==> config.mk <==
export PLATFORM = sky130hd
export DESIGN_NAME = two_color_pixel_share_scorer
export DESIGN_NICKNAME = d
export VERILOG_FILES = /design/src/rtl/tcps_pkg.sv /design/src/rtl/tcps_front.sv /design/src/rtl/tcps_queue.sv /design/src/rtl/tcps_back.sv /design/src/rtl/two_color_pixel_share_scorer.sv
export SDC_FILE = /design/constraint.sdc
export NUM_CORES = 2
export LEC_CHECK = 0
export ABC_AREA = 1
export BUFFER_PORTS_ARGS = -buffer_cell sky130_fd_sc_hd__buf_4
export CAP_MARGIN = 20
export CORE_AREA = 2 2 545 547
export CTS_CLUSTER_DIAMETER = 100
export DETAILED_ROUTE_END_ITERATION = 7
export DIE_AREA = 0 0 547 549
export PLACE_DENSITY_LB_ADDON = 0.2
export SETUP_SLACK_MARGIN = 0.02
export SLEW_MARGIN = 20
export SYNTH_ARGS = -nofsm -noshare
export SYNTH_HDL_FRONTEND = slang
export SYNTH_SLANG_ARGS = --single-unit
==> constraint.sdc <==
create_clock -name clk -period 25.4 [get_ports clk]
set_clock_uncertainty 0.15 [all_clocks]
set_input_delay 1.27 -clock clk [delete_from_list [all_inputs] [get_ports clk]]
set_output_delay 1.27 -clock clk [all_outputs]
set_load 0.1 [all_outputs]
==> src/rtl/tcps_pkg.sv <==
// shared types, constants and helpers for the two-colour pixel share scorer
// no dependencies; imported by every module of the block
package tcps_pkg;

  localparam int CHAN_W  = 8;
  localparam int RGB_W   = 24;
  localparam int DIST_W  = 18;
  localparam int LIM_W   = 18;
  localparam int CNT_W   = 23;
  localparam int SCORE_W = 15;
  localparam int SUM_W   = 32;   // capped score numerator, at most 300 * n
  localparam int DIVR_W  = 25;   // divisor 3 * n
  localparam int DIV_STEPS = 15; // quotient bits, score never exceeds 25600
  localparam int STEP_W  = 4;
  localparam int ADDR_W  = 5;
  localparam int DATA_W  = 32;

  localparam int unsigned MAX_PIXELS = 4194304;
  localparam int unsigned FIELD_MAX  = 8388607;
  localparam logic [CNT_W-1:0] CNT_CAP =
    CNT_W'((MAX_PIXELS > FIELD_MAX) ? FIELD_MAX : MAX_PIXELS);

  localparam int Q_DEPTH = 4;

  // score weights
  localparam logic [SUM_W-1:0] W_LOOSE    = SUM_W'(400);
  localparam logic [SUM_W-1:0] W_STRICT   = SUM_W'(300);
  localparam logic [SUM_W-1:0] CAP_LOOSE  = SUM_W'(120);
  localparam logic [SUM_W-1:0] CAP_STRICT = SUM_W'(30);

  typedef enum logic [2:0] {
    REG_FIRST_RGB   = 3'd0,
    REG_SECOND_RGB  = 3'd1,
    REG_STRICT_LIM  = 3'd2,
    REG_FIRST_LIM   = 3'd3,
    REG_SECOND_LIM  = 3'd4
  } reg_idx_t;

  localparam logic [RGB_W-1:0] RST_FIRST_RGB  = 24'h2866D7;
  localparam logic [RGB_W-1:0] RST_SECOND_RGB = 24'hE38A17;
  localparam logic [LIM_W-1:0] RST_STRICT_LIM = LIM_W'(1950);
  localparam logic [LIM_W-1:0] RST_FIRST_LIM  = LIM_W'(29670);
  localparam logic [LIM_W-1:0] RST_SECOND_LIM = LIM_W'(23896);

  typedef struct packed {
    logic [RGB_W-1:0] first_rgb;
    logic [RGB_W-1:0] second_rgb;
    logic [LIM_W-1:0] strict_lim;
    logic [LIM_W-1:0] first_lim;
    logic [LIM_W-1:0] second_lim;
  } cfg_t;

  // classified pixel travelling from front to back
  typedef struct packed {
    logic last;
    logic first_loose;
    logic first_strict;
    logic second_loose;
    logic second_strict;
  } cls_t;

  typedef struct packed {
    logic [CNT_W-1:0]   first_count;
    logic [CNT_W-1:0]   second_count;
    logic [CNT_W-1:0]   first_strict_count;
    logic [CNT_W-1:0]   second_strict_count;
    logic [CNT_W-1:0]   frame_pixels;
    logic [SCORE_W-1:0] score_q8;
  } result_t;

  function automatic logic [CHAN_W-1:0] abs_diff(input logic [CHAN_W-1:0] a,
                                                 input logic [CHAN_W-1:0] b);
    abs_diff = (a > b) ? (a - b) : (b - a);
  endfunction

  function automatic logic [CNT_W-1:0] sat_bump(input logic [CNT_W-1:0] c,
                                                input logic en);
    sat_bump = (en && (c < CNT_CAP)) ? (c + 1'b1) : c;
  endfunction

  function automatic logic [SUM_W-1:0] min_of(input logic [SUM_W-1:0] a,
                                              input logic [SUM_W-1:0] b);
    min_of = (a < b) ? a : b;
  endfunction

endpackage

==> src/rtl/tcps_front.sv <==
// front end: takes pixel requests, measures squared distance to both targets
// and classifies each pixel; depends on tcps_pkg
module tcps_front (
  input  logic                          clk,
  input  logic                          rst_n,
  input  logic                          in_valid,
  output logic                          in_stall,
  input  logic [tcps_pkg::CHAN_W-1:0]   in_red,
  input  logic [tcps_pkg::CHAN_W-1:0]   in_green,
  input  logic [tcps_pkg::CHAN_W-1:0]   in_blue,
  input  logic                          in_last_pixel,
  input  tcps_pkg::cfg_t                cfg,
  output logic                          push,
  output tcps_pkg::cls_t                push_cls,
  input  logic                          q_full
);
  import tcps_pkg::*;

  logic              move;
  logic              s1_v_r;
  logic              s1_last_r;
  logic [CHAN_W-1:0] a_r_r, a_g_r, a_b_r;
  logic [CHAN_W-1:0] b_r_r, b_g_r, b_b_r;
  logic              s2_v_r;
  logic              s2_last_r;
  logic [DIST_W-1:0] dist1_r, dist2_r;
  logic [15:0]       sq_ar, sq_ag, sq_ab, sq_br, sq_bg, sq_bb;
  logic [DIST_W-1:0] dist1_nxt, dist2_nxt;
  logic              pick_first;

  // whole pipe halts when the last stage cannot hand over
  assign move     = !(s2_v_r && q_full);
  assign in_stall = !move;

  always_ff @(posedge clk) begin
    if (!rst_n) begin
      s1_v_r <= 1'b0;
      s2_v_r <= 1'b0;
    end else if (move) begin
      s1_v_r <= in_valid;
      s2_v_r <= s1_v_r;
    end
  end

  always_ff @(posedge clk) begin
    if (move) begin
      s1_last_r <= in_last_pixel;
      a_r_r     <= abs_diff(cfg.first_rgb[23:16], in_red);
      a_g_r     <= abs_diff(cfg.first_rgb[15:8], in_green);
      a_b_r     <= abs_diff(cfg.first_rgb[7:0], in_blue);
      b_r_r     <= abs_diff(cfg.second_rgb[23:16], in_red);
      b_g_r     <= abs_diff(cfg.second_rgb[15:8], in_green);
      b_b_r     <= abs_diff(cfg.second_rgb[7:0], in_blue);
      s2_last_r <= s1_last_r;
      dist1_r   <= dist1_nxt;
      dist2_r   <= dist2_nxt;
    end
  end

  always_comb begin
    sq_ar = a_r_r * a_r_r;
    sq_ag = a_g_r * a_g_r;
    sq_ab = a_b_r * a_b_r;
    sq_br = b_r_r * b_r_r;
    sq_bg = b_g_r * b_g_r;
    sq_bb = b_b_r * b_b_r;
    dist1_nxt = DIST_W'(sq_ar) + DIST_W'(sq_ag) + DIST_W'(sq_ab);
    dist2_nxt = DIST_W'(sq_br) + DIST_W'(sq_bg) + DIST_W'(sq_bb);
  end

  // a tie goes to the second colour
  assign pick_first = dist1_r < dist2_r;
  assign push       = s2_v_r && !q_full;

  always_comb begin
    push_cls.last          = s2_last_r;
    push_cls.first_loose   = pick_first && (dist1_r <= cfg.first_lim);
    push_cls.first_strict  = pick_first && (dist1_r <= cfg.strict_lim);
    push_cls.second_loose  = !pick_first && (dist2_r <= cfg.second_lim);
    push_cls.second_strict = !pick_first && (dist2_r <= cfg.strict_lim);
  end

endmodule

==> src/rtl/tcps_queue.sv <==
// short fifo of classified pixels between front and back end
// depends on tcps_pkg
module tcps_queue #(
  parameter int DEPTH = tcps_pkg::Q_DEPTH
) (
  input  logic           clk,
  input  logic           rst_n,
  input  logic           push,
  input  tcps_pkg::cls_t push_cls,
  output logic           full,
  input  logic           pop,
  output logic           not_empty,
  output tcps_pkg::cls_t head_cls
);
  import tcps_pkg::*;

  localparam int PTR_W = (DEPTH > 1) ? $clog2(DEPTH) : 1;
  localparam int CNT_QW = $clog2(DEPTH + 1);

  cls_t              mem_r [DEPTH];
  logic [PTR_W-1:0]  wr_ptr_r, rd_ptr_r;
  logic [CNT_QW-1:0] count_r;

  function automatic logic [PTR_W-1:0] next_ptr(input logic [PTR_W-1:0] p);
    next_ptr = (p == PTR_W'(DEPTH - 1)) ? '0 : (p + 1'b1);
  endfunction

  assign full      = (count_r == CNT_QW'(DEPTH));
  assign not_empty = (count_r != '0);
  assign head_cls  = mem_r[rd_ptr_r];

  always_ff @(posedge clk) begin
    if (!rst_n) begin
      wr_ptr_r <= '0;
      rd_ptr_r <= '0;
      count_r  <= '0;
    end else begin
      if (push) wr_ptr_r <= next_ptr(wr_ptr_r);
      if (pop)  rd_ptr_r <= next_ptr(rd_ptr_r);
      case ({push, pop})
        2'b10:   count_r <= count_r + 1'b1;
        2'b01:   count_r <= count_r - 1'b1;
        default: count_r <= count_r;
      endcase
    end
  end

  always_ff @(posedge clk) begin
    if (push) mem_r[wr_ptr_r] <= push_cls;
  end

endmodule

==> src/rtl/tcps_back.sv <==
// back end: saturating frame counters and the per-frame score unit
// (capped sum, then one quotient bit per cycle); depends on tcps_pkg
module tcps_back (
  input  logic              clk,
  input  logic              rst_n,
  input  logic              q_not_empty,
  input  tcps_pkg::cls_t    q_head,
  output logic              pop,
  output logic              out_valid,
  input  logic              out_stall,
  output tcps_pkg::result_t res
);
  import tcps_pkg::*;

  typedef enum logic [4:0] {
    S_IDLE = 5'b00001,
    S_TERM = 5'b00010,
    S_SUM  = 5'b00100,
    S_DIV  = 5'b01000,
    S_DONE = 5'b10000
  } score_state_t;

  score_state_t       state_r;
  logic [CNT_W-1:0]   c1_r, c2_r, s1_r, s2_r, n_r;
  logic [CNT_W-1:0]   c1_nxt, c2_nxt, s1_nxt, s2_nxt, n_nxt;
  logic [CNT_W-1:0]   f_c1_r, f_c2_r, f_s1_r, f_s2_r, f_n_r;
  logic [SUM_W-1:0]   p1_r, p2_r, p3_r, p4_r, cap_l_r, cap_s_r;
  logic [DIVR_W-1:0]  div_r;
  logic [DIVR_W-1:0]  rem_r;
  logic [DIV_STEPS-1:0] dsh_r;
  logic [SCORE_W-1:0] quo_r;
  logic [STEP_W-1:0]  step_r;
  logic [SUM_W-1:0]   num;
  logic [DIVR_W:0]    trial;
  logic               ge;
  logic               busy;
  logic               out_free;
  logic               out_valid_r;
  result_t            res_r;

  assign busy     = (state_r != S_IDLE);
  assign out_free = !out_valid_r || !out_stall;
  // a frame end waits until the score unit has let go of the last frame
  assign pop      = q_not_empty && !(q_head.last && busy);

  always_comb begin
    c1_nxt = sat_bump(c1_r, q_head.first_loose);
    c2_nxt = sat_bump(c2_r, q_head.second_loose);
    s1_nxt = sat_bump(s1_r, q_head.first_strict);
    s2_nxt = sat_bump(s2_r, q_head.second_strict);
    n_nxt  = sat_bump(n_r, 1'b1);
  end

  always_comb begin
    num = min_of(p1_r, cap_l_r) + min_of(p2_r, cap_l_r)
        + min_of(p3_r, cap_s_r) + min_of(p4_r, cap_s_r);
    trial = {rem_r, dsh_r[DIV_STEPS-1]};
    ge    = (trial >= {1'b0, div_r});
  end

  always_ff @(posedge clk) begin
    if (!rst_n) begin
      c1_r <= '0;
      c2_r <= '0;
      s1_r <= '0;
      s2_r <= '0;
      n_r  <= '0;
    end else if (pop) begin
      if (q_head.last) begin
        c1_r <= '0;
        c2_r <= '0;
        s1_r <= '0;
        s2_r <= '0;
        n_r  <= '0;
      end else begin
        c1_r <= c1_nxt;
        c2_r <= c2_nxt;
        s1_r <= s1_nxt;
        s2_r <= s2_nxt;
        n_r  <= n_nxt;
      end
    end
  end

  always_ff @(posedge clk) begin
    if (!rst_n) begin
      state_r     <= S_IDLE;
      out_valid_r <= 1'b0;
    end else begin
      if ((state_r == S_DONE) && out_free) begin
        out_valid_r <= 1'b1;
      end else if (!out_stall) begin
        out_valid_r <= 1'b0;
      end
      unique case (state_r)
        S_IDLE: if (pop && q_head.last) state_r <= S_TERM;
        S_TERM: state_r <= S_SUM;
        S_SUM:  state_r <= S_DIV;
        S_DIV:  if (step_r == STEP_W'(DIV_STEPS - 1)) state_r <= S_DONE;
        S_DONE: if (out_free) state_r <= S_IDLE;
        default: state_r <= S_IDLE;
      endcase
    end
  end

  always_ff @(posedge clk) begin
    if (pop && q_head.last) begin
      f_c1_r <= c1_nxt;
      f_c2_r <= c2_nxt;
      f_s1_r <= s1_nxt;
      f_s2_r <= s2_nxt;
      f_n_r  <= n_nxt;
    end
    if (state_r == S_TERM) begin
      p1_r    <= SUM_W'(f_c1_r) * W_LOOSE;
      p2_r    <= SUM_W'(f_c2_r) * W_LOOSE;
      p3_r    <= SUM_W'(f_s1_r) * W_STRICT;
      p4_r    <= SUM_W'(f_s2_r) * W_STRICT;
      cap_l_r <= SUM_W'(f_n_r) * CAP_LOOSE;
      cap_s_r <= SUM_W'(f_n_r) * CAP_STRICT;
      div_r   <= (DIVR_W'(f_n_r) << 1) + DIVR_W'(f_n_r);
    end
    // dividend is num * 256; its top bits already sit below the divisor
    if (state_r == S_SUM) begin
      rem_r  <= num[SUM_W-1:SUM_W-DIVR_W];
      dsh_r  <= {num[SUM_W-DIVR_W-1:0], 8'd0};
      step_r <= '0;
    end
    if (state_r == S_DIV) begin
      rem_r  <= ge ? DIVR_W'(trial - {1'b0, div_r}) : trial[DIVR_W-1:0];
      dsh_r  <= dsh_r << 1;
      quo_r  <= {quo_r[SCORE_W-2:0], ge};
      step_r <= step_r + 1'b1;
    end
    if ((state_r == S_DONE) && out_free) begin
      res_r.first_count         <= f_c1_r;
      res_r.second_count        <= f_c2_r;
      res_r.first_strict_count  <= f_s1_r;
      res_r.second_strict_count <= f_s2_r;
      res_r.frame_pixels        <= f_n_r;
      res_r.score_q8            <= quo_r;
    end
  end

  assign out_valid = out_valid_r;
  assign res       = res_r;

endmodule

==> src/rtl/two_color_pixel_share_scorer.sv <==
// top level of the two-colour pixel share scorer: register file, front end,
// queue and back end; depends on tcps_pkg, tcps_front, tcps_queue, tcps_back
//
//  channel | direction | handshake            | payload
//  --------+-----------+----------------------+-------------------------------------
//  in      | request   | in_valid / in_stall  | red, green, blue, last_pixel
//  out     | result    | out_valid / out_stall| four counts, frame_pixels, score_q8
//  cfg     | apb write | psel/penable/pwrite  | five target and limit registers
//
// pixels are taken one per clock unless in_stall is high; the front end is two
// stages deep and hands each classified pixel to a queue; the back end counts one
// pixel per clock unless a frame end waits. once the last pixel leaves the queue,
// the score takes a product stage, a sum stage, 15 divider steps, an output load;
// a further frame end waits for the score unit, so frames under 19 pixels stall.
// reset is synchronous and clears counters, queue and valid flags at once.
// in_stall rises only when the queue is full and the front end holds a pixel.
module two_color_pixel_share_scorer #(
  parameter int QUEUE_DEPTH = tcps_pkg::Q_DEPTH
) (
  input  logic                          clk,
  input  logic                          rst_n,
  input  logic                          in_valid,
  output logic                          in_stall,
  input  logic [tcps_pkg::CHAN_W-1:0]   in_red,
  input  logic [tcps_pkg::CHAN_W-1:0]   in_green,
  input  logic [tcps_pkg::CHAN_W-1:0]   in_blue,
  input  logic                          in_last_pixel,
  output logic                          out_valid,
  input  logic                          out_stall,
  output logic [tcps_pkg::CNT_W-1:0]    out_first_count,
  output logic [tcps_pkg::CNT_W-1:0]    out_second_count,
  output logic [tcps_pkg::CNT_W-1:0]    out_first_strict_count,
  output logic [tcps_pkg::CNT_W-1:0]    out_second_strict_count,
  output logic [tcps_pkg::CNT_W-1:0]    out_frame_pixels,
  output logic [tcps_pkg::SCORE_W-1:0]  out_score_q8,
  input  logic                          psel,
  input  logic                          penable,
  input  logic                          pwrite,
  input  logic [tcps_pkg::ADDR_W-1:0]   paddr,
  input  logic [tcps_pkg::DATA_W-1:0]   pwdata,
  output logic [tcps_pkg::DATA_W-1:0]   prdata,
  output logic                          pready
);
  import tcps_pkg::*;

  cfg_t     cfg_r;
  reg_idx_t reg_idx;
  logic     wr_en;
  logic     push, q_full, q_not_empty, pop;
  cls_t     push_cls, head_cls;
  result_t  res;

  assign reg_idx = reg_idx_t'(paddr[ADDR_W-1:2]);
  assign wr_en   = psel && penable && pwrite;
  assign pready  = 1'b1;

  always_ff @(posedge clk) begin
    if (!rst_n) begin
      cfg_r.first_rgb  <= RST_FIRST_RGB;
      cfg_r.second_rgb <= RST_SECOND_RGB;
      cfg_r.strict_lim <= RST_STRICT_LIM;
      cfg_r.first_lim  <= RST_FIRST_LIM;
      cfg_r.second_lim <= RST_SECOND_LIM;
    end else if (wr_en) begin
      // addresses past the last register are dropped
      case (reg_idx)
        REG_FIRST_RGB:  cfg_r.first_rgb  <= pwdata[RGB_W-1:0];
        REG_SECOND_RGB: cfg_r.second_rgb <= pwdata[RGB_W-1:0];
        REG_STRICT_LIM: cfg_r.strict_lim <= pwdata[LIM_W-1:0];
        REG_FIRST_LIM:  cfg_r.first_lim  <= pwdata[LIM_W-1:0];
        REG_SECOND_LIM: cfg_r.second_lim <= pwdata[LIM_W-1:0];
        default:        cfg_r            <= cfg_r;
      endcase
    end
  end

  always_comb begin
    unique case (reg_idx)
      REG_FIRST_RGB:  prdata = DATA_W'(cfg_r.first_rgb);
      REG_SECOND_RGB: prdata = DATA_W'(cfg_r.second_rgb);
      REG_STRICT_LIM: prdata = DATA_W'(cfg_r.strict_lim);
      REG_FIRST_LIM:  prdata = DATA_W'(cfg_r.first_lim);
      REG_SECOND_LIM: prdata = DATA_W'(cfg_r.second_lim);
      default:        prdata = '0;
    endcase
  end

  tcps_front u_front (
    .clk           (clk),
    .rst_n         (rst_n),
    .in_valid      (in_valid),
    .in_stall      (in_stall),
    .in_red        (in_red),
    .in_green      (in_green),
    .in_blue       (in_blue),
    .in_last_pixel (in_last_pixel),
    .cfg           (cfg_r),
    .push          (push),
    .push_cls      (push_cls),
    .q_full        (q_full)
  );

  tcps_queue #(
    .DEPTH (QUEUE_DEPTH)
  ) u_queue (
    .clk       (clk),
    .rst_n     (rst_n),
    .push      (push),
    .push_cls  (push_cls),
    .full      (q_full),
    .pop       (pop),
    .not_empty (q_not_empty),
    .head_cls  (head_cls)
  );

  tcps_back u_back (
    .clk         (clk),
    .rst_n       (rst_n),
    .q_not_empty (q_not_empty),
    .q_head      (head_cls),
    .pop         (pop),
    .out_valid   (out_valid),
    .out_stall   (out_stall),
    .res         (res)
  );

  assign out_first_count         = res.first_count;
  assign out_second_count        = res.second_count;
  assign out_first_strict_count  = res.first_strict_count;
  assign out_second_strict_count = res.second_strict_count;
  assign out_frame_pixels        = res.frame_pixels;
  assign out_score_q8            = res.score_q8;

endmodule

After elaboration in Yosys (flattened, before gate mapping)
Memory sizes are Yosys's and may differ from the RTL's. A register that Yosys moved wholly into a read port is not among the register bits.
Index checks and enable logic that the tools add are counted.
{"block": "word_totals", "inputBits": 69, "word_cells": 208, "output_inout_bits": 165, "mem_count": 1, "mem_bits_rw": 20, "regBits": 809}
{"block": "classes", "n_lt_le_gt_ge": 21, "multipliers": 12, "addsub": 31, "eq_ne": 20, "mux": 41, "n_reduce_logical": 32}
{"name": "u_queue.mem_r", "depth": 4, "word_bits": 5, "rd": 1, "rd_ports_with_merged_regs": 1, "write_ports": 1, "line": "tcps_queue.sv:20", "rtl": "cls_t mem_r [DEPTH];"}
{"operator": "$mux 23", "count": 10}
{"operator": "$mux 32", "count": 4}
{"operator": "$pmux 24 s5", "count": 1}
{"operator": "$add 23x1->23 const B", "count": 5}
{"operator": "$lt 23x23->1 const B", "count": 5}
{"operator": "$add 32x32->32", "count": 3}
{"operator": "$mul 8x8->16", "count": 6}
{"operator": "$sub 8x8->8", "count": 12}
{"operator": "$mux 25", "count": 3}
{"operator": "$le 18x18->1", "count": 4}
{"operator": "$lt 32x28->1", "count": 2}
{"operator": "$lt 32x30->1", "count": 2}
{"operator": "$mul 23x7->30 const B", "count": 2}
{"operator": "$mul 23x5->28 const B", "count": 2}
{"operator": "$mul 23x4->27 const B", "count": 2}
{"operator": "$gt 8x8->1", "count": 6}
{"operator": "$mux 8", "count": 6}
{"operator": "$add 18x16->18", "count": 2}
{"operator": "$add 16x16->17", "count": 2}
{"operator": "$mux 15", "count": 2}
{"operator": "$ge 26x25->1", "count": 1}
{"operator": "$add 24x23->25", "count": 1}
{"operator": "$pmux 5 s5", "count": 1}
{"operator": "$sub 25x25->25", "count": 1}
{"operator": "other kinds (31)", "count": 72}

Longest topological paths before layout
{"block": "logic_depth", "ltp_word": 7, "mapped_depth": 35, "ltp_nobuf": 34}

Cells and area by module
Synthesis repeated with hierarchy kept, for this count alone.
{"block": "unflattened", "cells_unflattened": 9211, "hier_area_um2": 74281.2}
{"module": "tcps_back", "cells_each": 5628, "instances": 1, "area_each_um2": 46943.8}
{"module": "tcps_front", "cells_each": 2692, "instances": 1, "area_each_um2": 20998.9}
{"module": "two_color_pixel_share_scorer", "cells_each": 783, "instances": 1, "area_each_um2": 5134.9}
{"module": "tcps_queue", "cells_each": 108, "instances": 1, "area_each_um2": 1203.7}

Least setup slack after synthesis
Ideal clock, no wire load.
{"block": "synth_timing", "path_type": "reg-to-reg", "from": "reg u_front.a_r_r[4]", "to": "reg u_front.dist1_r[16] (data pin)", "stages_incl_launch_ff": 29, "period_less_slack_ns": 8.131, "setup_ns": 0.265, "t_arrival_ns": 7.716, "setup_slack_ns": 17.269, "t_required_ns": 24.985, "cell_sequence": "edfxtp_1 clkbuf_1 nand2_1 fa_1 fa_1 inv_1 fa_1 fa_1 fa_1 inv_1 fa_1 inv_1 ha_1 a21oi_1 nand2_1 xor2_1 fa_1 fa_1 inv_1 fa_1 inv_1 fa_1 inv_1 ha_1 a21oi_1 o21ai_0 a21oi_1 o21ai_0 xor2_1"}
{"block": "synth_via", "elab_chain_len": 3}
{"item": "from (decl)", "line": "tcps_front.sv:22", "rtl": "logic [CHAN_W-1:0] a_r_r, a_g_r, a_b_r;"}
{"item": "from (signal assigned)", "line": "tcps_front.sv:48", "rtl": "a_r_r <= abs_diff(cfg.first_rgb[23:16], in_red);"}
{"item": "$mul 8x8->16", "line": "tcps_front.sv:61", "rtl": "sq_ar = a_r_r * a_r_r;"}
{"item": "$add 16x16->17", "line": "tcps_front.sv:67", "rtl": "dist1_nxt = DIST_W'(sq_ar) + DIST_W'(sq_ag) + DIST_W'(sq_ab);"}
{"item": "$add 18x16->18", "line": "tcps_front.sv:67"}
{"item": "via u_front.dist1_nxt[16]", "line": "tcps_front.sv:28", "rtl": "logic [DIST_W-1:0] dist1_nxt, dist2_nxt;"}
{"item": "to (signal assigned)", "line": "tcps_front.sv:55", "rtl": "dist1_r <= dist1_nxt;"}
{"item": "to (decl)", "line": "tcps_front.sv:26", "rtl": "logic [DIST_W-1:0] dist1_r, dist2_r;"}
The timed path passes the listed nets, and every way through them passes these cells.
A chain may end at the register's enable or synchronous reset.

Worst setup path in the final report
{"block": "layout_timing", "from": "reg u_front.b_r_r[0]", "to": "reg u_front.dist2_r[15] (data pin)"}
{"block": "layout_via", "elab_chain_len": 3}
{"item": "from (decl)", "line": "tcps_front.sv:23", "rtl": "logic [CHAN_W-1:0] b_r_r, b_g_r, b_b_r;"}
{"item": "from (signal assigned)", "line": "tcps_front.sv:51", "rtl": "b_r_r <= abs_diff(cfg.second_rgb[23:16], in_red);"}
{"item": "$mul 8x8->16", "line": "tcps_front.sv:64", "rtl": "sq_br = b_r_r * b_r_r;"}
{"item": "$add 16x16->17", "line": "tcps_front.sv:68", "rtl": "dist2_nxt = DIST_W'(sq_br) + DIST_W'(sq_bg) + DIST_W'(sq_bb);"}
{"item": "$add 18x16->18", "line": "tcps_front.sv:68"}
{"item": "via u_front.dist2_nxt[15]", "line": "tcps_front.sv:28"}
{"item": "to (signal assigned)", "line": "tcps_front.sv:56", "rtl": "dist2_r <= dist2_nxt;"}
{"item": "to (decl)", "line": "tcps_front.sv:26"}
The timed path passes the listed nets, and every way through them passes these cells.

==> impl_metrics.env <==
export IMPL_hold_buffers=0
export IMPL_antenna_found_initial=6
export IMPL_vias=58100
export IMPL_die_area_um2=300000
export IMPL_whs_ps=267
export IMPL_cts_tree="yes"
export IMPL_dp_cells=12800
export IMPL_antenna_left=0
export IMPL_slowest_delay_ps=650
export IMPL_placement_io_buffers=214
export IMPL_syn_avg_cell_area_um2=8.27
export IMPL_postLayoutCoreUtil=0.280
export IMPL_grt_pass1_wl_um=351000
export IMPL_die_w_um=547
export IMPL_min_from="u_front.s1_last_r$_DFFE_PN_"
export IMPL_cts_sinks=801
export IMPL_cts_setup_buffers=0
export IMPL_cts_htree_levels=3
export IMPL_dieHeight_um=549
export IMPL_drv_cap=0
export IMPL_required_ps=25750
export IMPL_crit_path_top_delay_cell="edfxtp_1"
export IMPL_grt_use_met2=0.262
export IMPL_firstDrtPassIters=6
export IMPL_busiest_layer="met2"
export IMPL_final_nets=10400
export IMPL_cts_root_buf="clkbuf_16"
export IMPL_initial_core_util=0.248
export IMPL_worst_r2r_setup_slack_ps=16460
export IMPL_ys_seq_elements=801
export IMPL_dp_hpwl_um=185000
export IMPL_viasPerCell=4.46
export IMPL_reg2reg_to="u_front.dist2_r[15]$_DFFE_PN_"
export IMPL_drive_gt1_frac=0.0545
export IMPL_worst_pin_slew_ps=1070
export IMPL_reg2reg_depth=29
export IMPL_overflow=0
export IMPL_post_route_period_util=0.352
export IMPL_cts_resized=0
export IMPL_syn_inst=8854
export IMPL_core_um2=295000
export IMPL_finalNonFillerCells=13000
export IMPL_critPathCaptureType="flop"
export IMPL_hold_violations=0
export IMPL_cp_num_buf_inv=6
export IMPL_ys_seq_area_frac=0.296
export IMPL_gr_usage_all_layers=0.150
export IMPL_status="finished clean"
export IMPL_synth_async_sr_flop_share=0
export IMPL_fmax_mhz=112
export IMPL_holdPathEnd="u_front.s2_last_r$_DFFE_PN_"
export IMPL_holdPathStages=0
export IMPL_use_met3=0.0156
export IMPL_synth_cell_types=64
export IMPL_drc_errors=0
export IMPL_grt_pass1_vias=59100
export IMPL_rsz0062_at_grt="no"
export IMPL_wire_per_inst_um=17.5
export IMPL_period_minus_slack_ps=8940
export IMPL_syn_area_um2=73200
export IMPL_criticalPathCategory="reg -> reg"
export IMPL_rows=200
export IMPL_synth_warnings=0
export IMPL_cts_buffers_inserted=104
export IMPL_wirelength_um=228000
export IMPL_grt_max_degree=84
export IMPL_synth_edff_count=567
export IMPL_path_clk_slew_ps=60
export IMPL_crit_fanout=9
export IMPL_setup_viol=0
export IMPL_ctsLongestPathBuffers=3
export IMPL_clock_latency_ps=780
export IMPL_drt_iter0_drc=3283
export IMPL_critPathArrivalTime_ps=9290
export IMPL_relSlewSlack=0.284
export IMPL_maxSlewViolCount=0
export IMPL_syn2layout_area_growth_pct=12.8
export IMPL_crit_top_cell="fa_1"
export IMPL_r2r_start="u_front.b_r_r[0]$_DFFE_PN_"
export IMPL_synth_ff_type="edfxtp_1"
export IMPL_setup_tns_ps=0
export IMPL_met1_usage=0.196
export IMPL_ioPinCount=234
export IMPL_place_congestion=0.883
export IMPL_critPathTopFamily="adder cells"
export IMPL_cp_start_kind="flop"
export IMPL_hp_class="reg -> reg"
==> registers in the layout, summed over array words and instances (netlist names), 28 cells and up, named ones only <==
register and flops:
u_back.p1_r 28, u_back.p2_r 28, u_back.res 130, u_back.p3_r 30, u_back.p4_r 30, cfg_r 102
==> placed cells by master (no fill, tap or decap), types with 13 or more instances in the layout <==
master | synthesis | final
nor2_1 | 480 | 475
nor4_1 | 14 | 14
conb_1 | 2 | 17
o21ai_1 | 23 | 23
o211ai_1 | 49 | 49
nand2_1 | 1949 | 1949
xor2_1 | 251 | 251
o21a_1 | 28 | 28
nor2_2 | 16 | 19
clkinv_2 | 0 | 19
clkbuf_1 | 109 | 21
nand3_1 | 379 | 379
nand4_1 | 131 | 131
a21o_1 | 35 | 35
a21boi_0 | 32 | 32
edfxtp_1 | 567 | 567
xnor2_1 | 101 | 101
fa_1 | 459 | 459
buf_4 | 19 | 244
o22ai_1 | 23 | 23
a21oi_1 | 613 | 613
a31oi_1 | 15 | 15
nand3b_1 | 86 | 86
o21bai_1 | 34 | 34
ha_1 | 907 | 907
inv_1 | 1655 | 1654
o221ai_1 | 13 | 13
dfxtp_1 | 234 | 234
clkbuf_16 | 0 | 105
nor3_1 | 82 | 81
inv_2 | 15 | 14
o21ai_0 | 333 | 333
and2_1 | 14 | 14
==> final cells by class <==
cell class	count	area, um^2
Antenna cell	1	2.50
Clock buffer	134	2820
Clock inverter	63	696
Fill cell	31800	212000
Inverter	1674	6300
Multi-Input combinational cell	6188	44300
Sequential cell	801	21700
Tap cell	3939	4930
Timing Repair Buffer	244	1830
==> metrics by stage <==
step | area (um^2) | worst slack [ps]
2_1_floorplan | 73300 | 17270
4_1_cts | 82600 | 16370
5_1_grt | 82600 | 16040
3_5_place_dp | 79100 | 16440
3_3_place_gp | 79100 | 16410
6_report | 82600 | 16460
==> logic make-up (layout without fill, tap and decap cells) <==
| logic type | count (synthesis) | count (layout) | synth area share |
|---|---|---|---|
| DFF | 801 | 801 | 0.296 |
| xor gates and xnor gates | 353 | 353 | 0.0423 |
| muxes | 13 | 13 | 0.00179 |
| adders and majority gates | 1366 | 1366 | 0.280 |
| AOI/OAI and AO/OA | 1244 | 1244 | 0.0946 |
| buffers and inverters | 1880 | 2115 | 0.0998 |
| and+or+nand+nor | 3195 | 3195 | 0.185 |
| other | 2 | 18 | 0.000103 |
==> layer usage <==
layer / vias to the layer above / part of all wire
met5: - / 0.00011
met4: 4 / 0.026
met3: 223 / 0.031
met2: 955 / 0.48
met1: 28000 / 0.46
li1: 29000 / -
==> worst max-delay path by stage <==
| stage | from | end | slack (ps) | cells past startpoint |
|---|---|---|---|---|
| 2_1_floorplan | u_front.a_r_r[4]$_DFFE_PN_ | u_front.dist1_r[16]$_DFFE_PN_ | 17270 | 28 |
| 3_3_place_gp | u_front.b_r_r[0]$_DFFE_PN_ | u_front.dist2_r[15]$_DFFE_PN_ | 16410 | 29 |
| 3_5_place_dp | u_front.b_r_r[0]$_DFFE_PN_ | u_front.dist2_r[16]$_DFFE_PN_ | 16440 | 27 |
| 4_1_cts | u_front.b_r_r[0]$_DFFE_PN_ | u_front.dist2_r[15]$_DFFE_PN_ | 16370 | 29 |
| 5_1_grt | u_front.b_r_r[0]$_DFFE_PN_ | u_front.dist2_r[15]$_DFFE_PN_ | 16040 | 29 |
| 6_report | u_front.b_r_r[0]$_DFFE_PN_ | u_front.dist2_r[15]$_DFFE_PN_ | 16460 | 29 |
==> Yosys cell counts (all sizes together) (2+ instances only) <==
master | n | area, um^2
nand3 | 384 | 1950
o21a | 28 | 210
o2111ai | 6 | 52.6
and2 | 14 | 87.6
a211oi | 11 | 82.6
mux2i | 12 | 120
o211ai | 49 | 368
buf | 95 | 604
o22ai | 23 | 144
clkinv | 3 | 11.3
conb | 2 | 7.51
xnor2 | 102 | 901
edfxtp | 567 | 17000
nand2 | 1962 | 7400
nor3b | 2 | 15.0
and3 | 5 | 31.3
nand4 | 131 | 820
a21o | 35 | 263
a221oi | 11 | 96.3
a21boi | 34 | 259
a31oi | 15 | 93.8
o31ai | 10 | 80.1
ha | 907 | 11300
nor3 | 86 | 463
or2 | 11 | 68.8
a21oi | 615 | 3090
nand3b | 86 | 646
nor4 | 15 | 100
o21ai | 358 | 1800
o21bai | 34 | 255
nor2 | 498 | 1920
dfxtp | 234 | 4680
xor2 | 251 | 2200
inv | 1671 | 6270
clkbuf | 111 | 419
o221ai | 13 | 114
fa | 459 | 9190
Power is left out: the tool's default activity adds up to more than one toggle a clock period on the data nets, which glitch-free logic cannot reach.
